--- config.mk ---
export PLATFORM = sky130hd
export DESIGN_NAME = cpu_state_permille_unit
export DESIGN_NICKNAME = d
export VERILOG_FILES = /design/src/rtl/core/cspu_pkg.sv /design/src/rtl/core/cspu_seq.sv /design/src/rtl/core/cspu_dp.sv /design/src/rtl/core/cpu_state_permille_unit.sv
export SDC_FILE = /design/constraint.sdc
export NUM_CORES = 2
export LEC_CHECK = 0
export ABC_AREA = 1
export BUFFER_PORTS_ARGS = -buffer_cell sky130_fd_sc_hd__buf_2
export CAP_MARGIN = 10
export CORE_ASPECT_RATIO = 0.6
export CORE_MARGIN = 4
export CORE_UTILIZATION = 45
export DETAILED_ROUTE_END_ITERATION = 12
export GPL_TIMING_DRIVEN = 0
export PLACE_DENSITY = 0.69
export SYNTH_ARGS = -nofsm -noshare
export SYNTH_HDL_FRONTEND = slang
export SYNTH_SLANG_ARGS = --single-unit
--- constraint.sdc ---
create_clock -name clk -period 7.1 [get_ports clk]
set_clock_uncertainty 0.2 [all_clocks]
set_input_delay 1.42 -clock clk [delete_from_list [all_inputs] [get_ports clk]]
set_output_delay 1.42 -clock clk [all_outputs]
set_load 0.005 [all_outputs]
--- src/rtl/core/cspu_pkg.sv ---
// Shared types and constants for the CPU state per-mille unit.
package cspu_pkg;

	localparam int CNT_W     = 32;   // tick counter width
	localparam int NUM_LANES = 4;    // user, nice, system, idle
	localparam int LANE_W    = 2;
	localparam int PERMILLE  = 1000;
	localparam int SHARE_W   = 10;
	localparam int TOTAL_W   = 34;   // sum of four differences
	localparam int HALF_W    = TOTAL_W - 1;
	localparam int PROD_W    = CNT_W + SHARE_W;
	localparam int NUM_W     = 44;   // diff*1000 + half, with headroom
	localparam int DIV_STEPS = SHARE_W;
	localparam int DCNT_W    = 4;
	localparam int PC_W      = 4;
	localparam int IN_W      = 128;
	localparam int OUT_W     = 88;
	localparam int OUT_PAD_W = OUT_W - NUM_LANES * SHARE_W - SHARE_W - TOTAL_W;

	// datapath operations, one per microcode step
	typedef enum logic [3:0] {
		OP_LOAD,
		OP_SUM_A,
		OP_SUM_B,
		OP_SUM_C,
		OP_FIX,
		OP_MUL,
		OP_ADDH,
		OP_DINIT,
		OP_DSTEP,
		OP_STORE,
		OP_OUT
	} op_t;

	// branch conditions
	typedef enum logic [2:0] {
		C_NEVER,
		C_ALWAYS,
		C_NO_IN,
		C_OUT_BUSY,
		C_DIV_MORE,
		C_LANE_MORE
	} cond_t;

	typedef struct packed {
		op_t             op;
		cond_t           hold;    // stay on this step while true
		cond_t           jump;    // else branch to target while true
		logic [PC_W-1:0] target;
	} ucode_t;

	typedef struct packed {
		op_t  op;
		logic en;
	} ctrl_t;

	typedef struct packed {
		logic div_more;
		logic lane_more;
		logic out_busy;
	} stat_t;

endpackage

--- src/rtl/core/cspu_seq.sv ---
// Microcode sequencer: program ROM, step counter and branch logic.
module cspu_seq (
	input  logic            clk,
	input  logic            arst_n,
	input  logic            in_valid,
	input  cspu_pkg::stat_t stat,
	output cspu_pkg::ctrl_t ctrl,
	output logic            in_ready
);

	localparam logic [cspu_pkg::PC_W-1:0] PC_IDLE  = cspu_pkg::PC_W'(0);
	localparam logic [cspu_pkg::PC_W-1:0] PC_MUL   = cspu_pkg::PC_W'(5);
	localparam logic [cspu_pkg::PC_W-1:0] PC_DSTEP = cspu_pkg::PC_W'(8);

	function automatic cspu_pkg::ucode_t rom(input logic [cspu_pkg::PC_W-1:0] addr);
		cspu_pkg::ucode_t w;
		w = '{op: cspu_pkg::OP_DINIT, hold: cspu_pkg::C_NEVER,
			jump: cspu_pkg::C_ALWAYS, target: PC_IDLE};
		case (addr)
			4'd0: w = '{op: cspu_pkg::OP_LOAD, hold: cspu_pkg::C_NO_IN,
				jump: cspu_pkg::C_NEVER, target: PC_IDLE};
			4'd1: w = '{op: cspu_pkg::OP_SUM_A, hold: cspu_pkg::C_NEVER,
				jump: cspu_pkg::C_NEVER, target: PC_IDLE};
			4'd2: w = '{op: cspu_pkg::OP_SUM_B, hold: cspu_pkg::C_NEVER,
				jump: cspu_pkg::C_NEVER, target: PC_IDLE};
			4'd3: w = '{op: cspu_pkg::OP_SUM_C, hold: cspu_pkg::C_NEVER,
				jump: cspu_pkg::C_NEVER, target: PC_IDLE};
			4'd4: w = '{op: cspu_pkg::OP_FIX, hold: cspu_pkg::C_NEVER,
				jump: cspu_pkg::C_NEVER, target: PC_IDLE};
			4'd5: w = '{op: cspu_pkg::OP_MUL, hold: cspu_pkg::C_NEVER,
				jump: cspu_pkg::C_NEVER, target: PC_IDLE};
			4'd6: w = '{op: cspu_pkg::OP_ADDH, hold: cspu_pkg::C_NEVER,
				jump: cspu_pkg::C_NEVER, target: PC_IDLE};
			4'd7: w = '{op: cspu_pkg::OP_DINIT, hold: cspu_pkg::C_NEVER,
				jump: cspu_pkg::C_NEVER, target: PC_IDLE};
			4'd8: w = '{op: cspu_pkg::OP_DSTEP, hold: cspu_pkg::C_NEVER,
				jump: cspu_pkg::C_DIV_MORE, target: PC_DSTEP};
			4'd9: w = '{op: cspu_pkg::OP_STORE, hold: cspu_pkg::C_NEVER,
				jump: cspu_pkg::C_LANE_MORE, target: PC_MUL};
			4'd10: w = '{op: cspu_pkg::OP_OUT, hold: cspu_pkg::C_OUT_BUSY,
				jump: cspu_pkg::C_ALWAYS, target: PC_IDLE};
			default: w = '{op: cspu_pkg::OP_DINIT, hold: cspu_pkg::C_NEVER,
				jump: cspu_pkg::C_ALWAYS, target: PC_IDLE};
		endcase
		return w;
	endfunction

	logic [cspu_pkg::PC_W-1:0] pc_q;
	cspu_pkg::ucode_t          uw;
	logic                      hold_c;
	logic                      jump_c;

	function automatic logic eval(input cspu_pkg::cond_t c, input logic vld,
			input cspu_pkg::stat_t st);
		logic r;
		r = 1'b0;
		case (c)
			cspu_pkg::C_NEVER:     r = 1'b0;
			cspu_pkg::C_ALWAYS:    r = 1'b1;
			cspu_pkg::C_NO_IN:     r = !vld;
			cspu_pkg::C_OUT_BUSY:  r = st.out_busy;
			cspu_pkg::C_DIV_MORE:  r = st.div_more;
			cspu_pkg::C_LANE_MORE: r = st.lane_more;
			default:               r = 1'b0;
		endcase
		return r;
	endfunction

	always_comb begin
		uw       = rom(pc_q);
		hold_c   = eval(uw.hold, in_valid, stat);
		jump_c   = eval(uw.jump, in_valid, stat);
		ctrl.op  = uw.op;
		ctrl.en  = !hold_c;
		in_ready = (pc_q == PC_IDLE);
	end

	always_ff @(posedge clk or negedge arst_n) begin
		if (!arst_n) begin
			pc_q <= PC_IDLE;
		end else if (!hold_c) begin
			pc_q <= jump_c ? uw.target : pc_q + cspu_pkg::PC_W'(1);
		end
	end

endmodule

--- src/rtl/core/cspu_dp.sv ---
// Datapath: sample store, tick sum, scaled restoring divider, result register.
module cspu_dp (
	input  logic                        clk,
	input  logic                        arst_n,
	input  cspu_pkg::ctrl_t             ctrl,
	input  logic [cspu_pkg::IN_W-1:0]   in_data,
	input  logic                        out_ready,
	output cspu_pkg::stat_t             stat,
	output logic                        out_valid,
	output logic [cspu_pkg::OUT_W-1:0]  out_data
);

	logic [cspu_pkg::CNT_W-1:0]   prev_q  [cspu_pkg::NUM_LANES];
	logic [cspu_pkg::CNT_W-1:0]   diff_q  [cspu_pkg::NUM_LANES];
	logic [cspu_pkg::SHARE_W-1:0] share_q [cspu_pkg::NUM_LANES];
	logic [cspu_pkg::TOTAL_W-1:0] acc_q;
	logic [cspu_pkg::HALF_W-1:0]  half_q;
	logic [cspu_pkg::NUM_W-1:0]   num_q;
	logic [cspu_pkg::TOTAL_W-1:0] rem_q;
	logic [cspu_pkg::SHARE_W-1:0] shf_q;
	logic [cspu_pkg::SHARE_W-1:0] quo_q;
	logic [cspu_pkg::SHARE_W-1:0] psum_q;
	logic [cspu_pkg::DCNT_W-1:0]  dcnt_q;
	logic [cspu_pkg::LANE_W-1:0]  lane_q;
	logic                         out_valid_q;
	logic [cspu_pkg::OUT_W-1:0]   out_data_q;

	logic [cspu_pkg::PROD_W-1:0]    prod;
	logic [cspu_pkg::TOTAL_W+1:0]   trial;
	logic                           ge;

	// one multiply per lane, one trial subtract per quotient bit
	assign prod  = cspu_pkg::PROD_W'(diff_q[lane_q]) * cspu_pkg::PROD_W'(cspu_pkg::PERMILLE);
	assign trial = {1'b0, rem_q, shf_q[cspu_pkg::SHARE_W-1]} - {2'b00, acc_q};
	assign ge    = !trial[cspu_pkg::TOTAL_W+1];

	assign stat.div_more  = (dcnt_q != cspu_pkg::DCNT_W'(cspu_pkg::DIV_STEPS - 1));
	assign stat.lane_more = (lane_q != cspu_pkg::LANE_W'(cspu_pkg::NUM_LANES - 1));
	assign stat.out_busy  = out_valid_q && !out_ready;
	assign out_valid      = out_valid_q;
	assign out_data       = out_data_q;

	// previous sample is architectural state and resets to zero
	always_ff @(posedge clk or negedge arst_n) begin
		if (!arst_n) begin
			for (int i = 0; i < cspu_pkg::NUM_LANES; i++)
				prev_q[i] <= '0;
		end else if (ctrl.en && ctrl.op == cspu_pkg::OP_LOAD) begin
			for (int i = 0; i < cspu_pkg::NUM_LANES; i++)
				prev_q[i] <= in_data[i*cspu_pkg::CNT_W +: cspu_pkg::CNT_W];
		end
	end

	always_ff @(posedge clk or negedge arst_n) begin
		if (!arst_n) begin
			dcnt_q      <= '0;
			lane_q      <= '0;
			out_valid_q <= 1'b0;
		end else begin
			// a new result takes precedence over the one leaving
			if (ctrl.en && ctrl.op == cspu_pkg::OP_OUT)
				out_valid_q <= 1'b1;
			else if (out_ready)
				out_valid_q <= 1'b0;
			if (ctrl.en) begin
				case (ctrl.op)
					cspu_pkg::OP_FIX:   lane_q <= '0;
					cspu_pkg::OP_DINIT: dcnt_q <= '0;
					cspu_pkg::OP_DSTEP: dcnt_q <= dcnt_q + cspu_pkg::DCNT_W'(1);
					cspu_pkg::OP_STORE: lane_q <= lane_q + cspu_pkg::LANE_W'(1);
					default: ;
				endcase
			end
		end
	end

	always_ff @(posedge clk) begin
		if (ctrl.en) begin
			case (ctrl.op)
				cspu_pkg::OP_LOAD: begin
					for (int i = 0; i < cspu_pkg::NUM_LANES; i++)
						diff_q[i] <= in_data[i*cspu_pkg::CNT_W +: cspu_pkg::CNT_W] - prev_q[i];
				end
				cspu_pkg::OP_SUM_A: acc_q <= cspu_pkg::TOTAL_W'(diff_q[0])
					+ cspu_pkg::TOTAL_W'(diff_q[1]);
				cspu_pkg::OP_SUM_B: acc_q <= acc_q + cspu_pkg::TOTAL_W'(diff_q[2]);
				cspu_pkg::OP_SUM_C: acc_q <= acc_q + cspu_pkg::TOTAL_W'(diff_q[3]);
				cspu_pkg::OP_FIX: begin
					// no ticks elapsed: divide by one
					if (acc_q == '0)
						acc_q <= cspu_pkg::TOTAL_W'(1);
					half_q <= acc_q[cspu_pkg::TOTAL_W-1:1];
					psum_q <= '0;
				end
				cspu_pkg::OP_MUL:  num_q <= cspu_pkg::NUM_W'(prod);
				cspu_pkg::OP_ADDH: num_q <= num_q + cspu_pkg::NUM_W'(half_q);
				cspu_pkg::OP_DINIT: begin
					// quotient is at most 1000, so the top part is already below the sum
					rem_q <= num_q[cspu_pkg::NUM_W-1:cspu_pkg::SHARE_W];
					shf_q <= num_q[cspu_pkg::SHARE_W-1:0];
					quo_q <= '0;
				end
				cspu_pkg::OP_DSTEP: begin
					rem_q <= ge ? trial[cspu_pkg::TOTAL_W-1:0]
						: {rem_q[cspu_pkg::TOTAL_W-2:0], shf_q[cspu_pkg::SHARE_W-1]};
					shf_q <= {shf_q[cspu_pkg::SHARE_W-2:0], 1'b0};
					quo_q <= {quo_q[cspu_pkg::SHARE_W-2:0], ge};
				end
				cspu_pkg::OP_STORE: begin
					share_q[lane_q] <= quo_q;
					psum_q          <= psum_q + quo_q;
				end
				cspu_pkg::OP_OUT: out_data_q <= {{cspu_pkg::OUT_PAD_W{1'b0}}, acc_q, psum_q,
					share_q[3], share_q[2], share_q[1], share_q[0]};
				default: ;
			endcase
		end
	end

endmodule

--- src/rtl/core/cpu_state_permille_unit.sv ---
// Top level of the CPU state per-mille unit.
//
// Each input transaction carries one sample of four cumulative tick counters
// (user, nice, system, idle). The unit keeps the previous sample (zero after
// reset), takes each counter's advance modulo 2^32 so that wraps come out
// right, sums the four advances (a zero sum is reported as one) and returns
// one output transaction with each share as a per-mille value rounded half
// up, the sum of the four shares and the tick total. A short microprogram
// drives the datapath; one shared restoring divider yields one quotient bit a
// cycle. An item passes from acceptance to the registered result through
// a load, 3 adds and a fix-up, then per state a multiply, a rounding add,
// a divider set-up, 10 divide steps and a store, then an output step. A
// new sample is accepted as soon as the sequencer is back at its idle step,
// even while the previous result still waits in the output register.
module cpu_state_permille_unit (
	input  logic                        clk,
	input  logic                        arst_n,
	input  logic                        s_axis_tvalid,
	output logic                        s_axis_tready,
	// user_ticks[31:0], nice_ticks[63:32], system_ticks[95:64], idle_ticks[127:96]
	input  logic [cspu_pkg::IN_W-1:0]   s_axis_tdata,
	output logic                        m_axis_tvalid,
	input  logic                        m_axis_tready,
	// user_permille[9:0], nice_permille[19:10], system_permille[29:20],
	// idle_permille[39:30], permille_sum[49:40], elapsed_ticks[83:50], zero[87:84]
	output logic [cspu_pkg::OUT_W-1:0]  m_axis_tdata
);

	cspu_pkg::ctrl_t ctrl;
	cspu_pkg::stat_t stat;

	// sequencer: step counter and microcode ROM
	cspu_seq u_seq (
		.clk      (clk),
		.arst_n   (arst_n),
		.in_valid (s_axis_tvalid),
		.stat     (stat),
		.ctrl     (ctrl),
		.in_ready (s_axis_tready)
	);

	// datapath: differences, total, divider and result register
	cspu_dp u_dp (
		.clk       (clk),
		.arst_n    (arst_n),
		.ctrl      (ctrl),
		.in_data   (s_axis_tdata),
		.out_ready (m_axis_tready),
		.stat      (stat),
		.out_valid (m_axis_tvalid),
		.out_data  (m_axis_tdata)
	);

	// the sequencer leaves idle straight after taking a sample
	a_busy_after_accept: assert property (@(posedge clk) disable iff (!arst_n)
		s_axis_tvalid && s_axis_tready |=> !s_axis_tready)
		else $error("input taken again while a sample is in work");

	// the reported total is never zero
	a_total_nonzero: assert property (@(posedge clk) disable iff (!arst_n)
		m_axis_tvalid |-> m_axis_tdata[83:50] != '0)
		else $error("elapsed tick total of zero");

	// each share stays within 0..1000
	a_share_range: assert property (@(posedge clk) disable iff (!arst_n)
		m_axis_tvalid |-> (m_axis_tdata[9:0] <= 10'd1000) && (m_axis_tdata[19:10] <= 10'd1000)
			&& (m_axis_tdata[29:20] <= 10'd1000) && (m_axis_tdata[39:30] <= 10'd1000))
		else $error("share above one thousand");

	// the sum field matches the four shares
	a_sum_match: assert property (@(posedge clk) disable iff (!arst_n)
		m_axis_tvalid |-> m_axis_tdata[49:40] == 10'(m_axis_tdata[9:0] + m_axis_tdata[19:10]
			+ m_axis_tdata[29:20] + m_axis_tdata[39:30]))
		else $error("share sum mismatch");

endmodule
==> flow_summary.toml <==
[global_route]
grt_overflow_total = 0
maximum_number_of_pins_on_one_net_before_global_route_repair = 106
grt_pass1_vias = 37500
antenna_found_initial = 1
grtUsageTotal_pct = 29.9
wire_length_of_the_first_global_routing_pass_mm = 236

[floorplanning]
die_height_um = 252
floorplan.rows = 89
core_region_area_um2 = 98400
floorplan.initialDensity_pct = 45.4
die-area_um2 = 105000
die_width_um = 415
io_pins = 222

[worst_setup_path]
reg2reg_setup_slack_ns = 0.15
startpoint_types = "flip-flop"
timing.critical_path.to_type = "flip-flop"
cp_data_arrival_time_ns = 7.19
path_class = "flip-flop to flip-flop"
rr_worst_depth = 19
r2r-end = "u_dp.num_q[16]"
rr_startpoint = "u_dp.lane_q[0]"
critical_path.startpoint = "u_dp.lane_q[0]"
worstPathRequired_ns = 7.35
worstPathMaxFanout = 10

[synthesis]
netlist_area_before_placement_um2 = 44700
dominantRegCellSynth = "sky130_fd_sc_hd__edfxtp_1"
asyncSetResetFlopFracSynth_pct = 24.6
syn-mean-instance-area_um2 = 7.82
number_of_synthesized_flops_with_an_enable_pin = 427
synth_cells = 5719
synth_cell_types = 53
synth-seq-area-share_pct = 36.5
synth.ff_latch_count = 566
yosysWarningCount = 0

[sta]
finalCritPeriodShare_pct = 97.8
worst_slack_ns = 0.154
timing_hold_violations_final = 0
max_freq_ghz = 0.144
max-slew-margin-rel_pct = 24.4
rsz0062_at_grt = "false"
drv_slew = 0
setup_viol_count_final = 0
period_needed_ns = 6.95
worstMarginPinSlew_ns = 1.12

[run]
max-cap-violations = 0

[cts]
postCtsSetupRepairBufs = 0
worstSkewPairLatency_ns = 0.71
cts_tree = "built"
cts_max_level = 2
root_buffer = "sky130_fd_sc_hd__clkbuf_16"
postCtsResizedCells = 3
path_clk_slew_ns = 0.08
postCtsHoldBufs = 0
clock_path_buffers = 3
cts_inserted_buffers = 59
cts.sink_count = 566

[detailed_routing]
drtPass1Iterations = 6
wl_mm = 161
routed-via-count = 41200
antenna_violating_nets_post_route = 0
post_drt_via_cell_ratio = 5.57
detailedRoute.firstIterationViolations = 5099
remaining_drc_errors = 0
detail_route.wl_per_cell_um = 21.8

[worst_hold_path]
hold_path_end = "m_axis_tdata[25]"
hold-path-cell-count = 0
hp-class = "flip-flop to flip-flop"
hold_wc_startpoint = "u_dp.share_q[2][5]"

[placed_design]
dpl_cell_area_um2 = 47800
dpl_worst_slack_ns = -0.294
portBuffers = 217
dp_hpwl_mm = 134
routability_congestion_estimate = 1.08

[layout]
fin_nets = 6639
final_cell_mix = "1482 x sky130_fd_sc_hd__nand2_1, 883 x sky130_fd_sc_hd__inv_1, 491 x sky130_fd_sc_hd__nor2_1"
drive_gt1_share_pct = 8.19
area_growth_syn_to_layout_pct = 12.1
final_common_cell = "sky130_fd_sc_hd__nand2_1"
final_design_area_no_fill_um2 = 50100

[outcome]
status = "complete, no violations"
area by class of cell:
type                    count  area, um2
fillers                  9654      48300
multi-input cells        4174      24900
flip-flops and latches    566      16300
inverters                 893       3350
well taps                1319       1650
clock buffers              64       1500
repair buffers            235       1420
clock inverters            48        562
plain buffers              89        445
diodes                      4       10.0
worst max-delay path by stage:
stage / endpoint / slack [ns] / cells past startpoint
2_1_floorplan: u_dp.num_q[0] / 1.45 / 4
3_3_place_gp: u_dp.num_q[30] / -1.52 / 5
3_5_place_dp: u_dp.num_q[41] / -0.29 / 22
4_1_cts: u_dp.num_q[21] / 0.04 / 18
5_1_grt: u_dp.num_q[41] / 0.0003 / 20
6_report: u_dp.num_q[16] / 0.15 / 19
cells by family (layout without fill, tap and decap cells):
group / Yosys count / after routing / synth area share [%]
xor+xnor: 155 / 155 / 3.04
simple gates: 2432 / 2432 / 22.2
fa+ha+maj: 489 / 489 / 15.8
compound gates: 1063 / 1063 / 13.2
mux: 31 / 31 / 0.781
other cells: 1 / 8 / 0.00839
buf+inv: 982 / 1329 / 8.46
flops: 566 / 566 / 36.5
metrics by stage:
stage          TNS (ns)  util (%)  hold WS [ns]  std cells
2_1_floorplan         0         -         0.200       5722
3_3_place_gp     -76.17      48.2         0.202       7258
3_5_place_dp      -2.20      48.6         0.205       7273
4_1_cts               0      50.6         0.219       7385
5_1_grt               0      50.9         0.224       7388
6_report              0      50.9         0.218       7392
critical path, cell delays in order (launching register included):
cell and delay [ns]:
sky130_fd_sc_hd__dfrtp_1 0.40, sky130_fd_sc_hd__clkbuf_1 0.23, sky130_fd_sc_hd__inv_2 0.31, sky130_fd_sc_hd__clkbuf_1 0.65, sky130_fd_sc_hd__nand2_1 0.17, sky130_fd_sc_hd__a32oi_2 0.54
sky130_fd_sc_hd__inv_1 0.23, sky130_fd_sc_hd__fa_1 0.61, sky130_fd_sc_hd__fa_1 0.45, sky130_fd_sc_hd__fa_1 0.49, sky130_fd_sc_hd__fa_1 0.51, sky130_fd_sc_hd__inv_1 0.04
sky130_fd_sc_hd__ha_1 0.34, sky130_fd_sc_hd__nand2_1 0.10, sky130_fd_sc_hd__o21ai_0 0.61, sky130_fd_sc_hd__nand2_1 0.13, sky130_fd_sc_hd__nand2_1 0.21, sky130_fd_sc_hd__a21oi_1 0.09
sky130_fd_sc_hd__o21ai_1 0.26, sky130_fd_sc_hd__nand2_1 0.13
routing by layer:
metal | up-vias | routed length (um) | track usage, %
met5 | - | 13 | 0
met4 | 2 | 2270 | 4.35
met3 | 142 | 24200 | 11.7
met2 | 2058 | 56900 | 36.9
met1 | 19500 | 77500 | 48.4
li1 | 19500 | - | -
cell usage after synthesis, types with 53 or more instances:
cell type                  number  share of area [%]
sky130_fd_sc_hd__xnor2_1       65                1.3
sky130_fd_sc_hd__dfrtp_1      139                7.8
sky130_fd_sc_hd__ha_1         362                 10
sky130_fd_sc_hd__a21oi_1      431                4.8
sky130_fd_sc_hd__nand2_1     1482                 12
sky130_fd_sc_hd__nor2_1       494                4.1
sky130_fd_sc_hd__inv_1        883                7.4
sky130_fd_sc_hd__o21ai_0      387                4.3
sky130_fd_sc_hd__nand3_1      276                3.1
sky130_fd_sc_hd__nor3_1        53               0.59
sky130_fd_sc_hd__xor2_1        90                1.8
sky130_fd_sc_hd__edfxtp_1     427                 29
sky130_fd_sc_hd__fa_1         127                5.7
sequential cells by signal, summed over array words and instances, names as in the netlist:
name,flops
u_dp.out_valid,1
u_dp.num_q,44
u_dp.lane_q,2
u_seq.pc_q,4
u_dp.rem_q,34
u_dp.diff_q,128
u_dp.psum_q,10
u_dp.acc_q,34
m_axis_tdata,39
u_dp.half_q,33
u_dp.shf_q,10
u_dp.dcnt_q,4
u_dp.out_data,45
u_dp.prev_q,128
u_dp.share_q,40
u_dp.quo_q,10
Power is not shown: default switching activity piles up to over one toggle a cycle in this logic, so the estimate is an artifact.
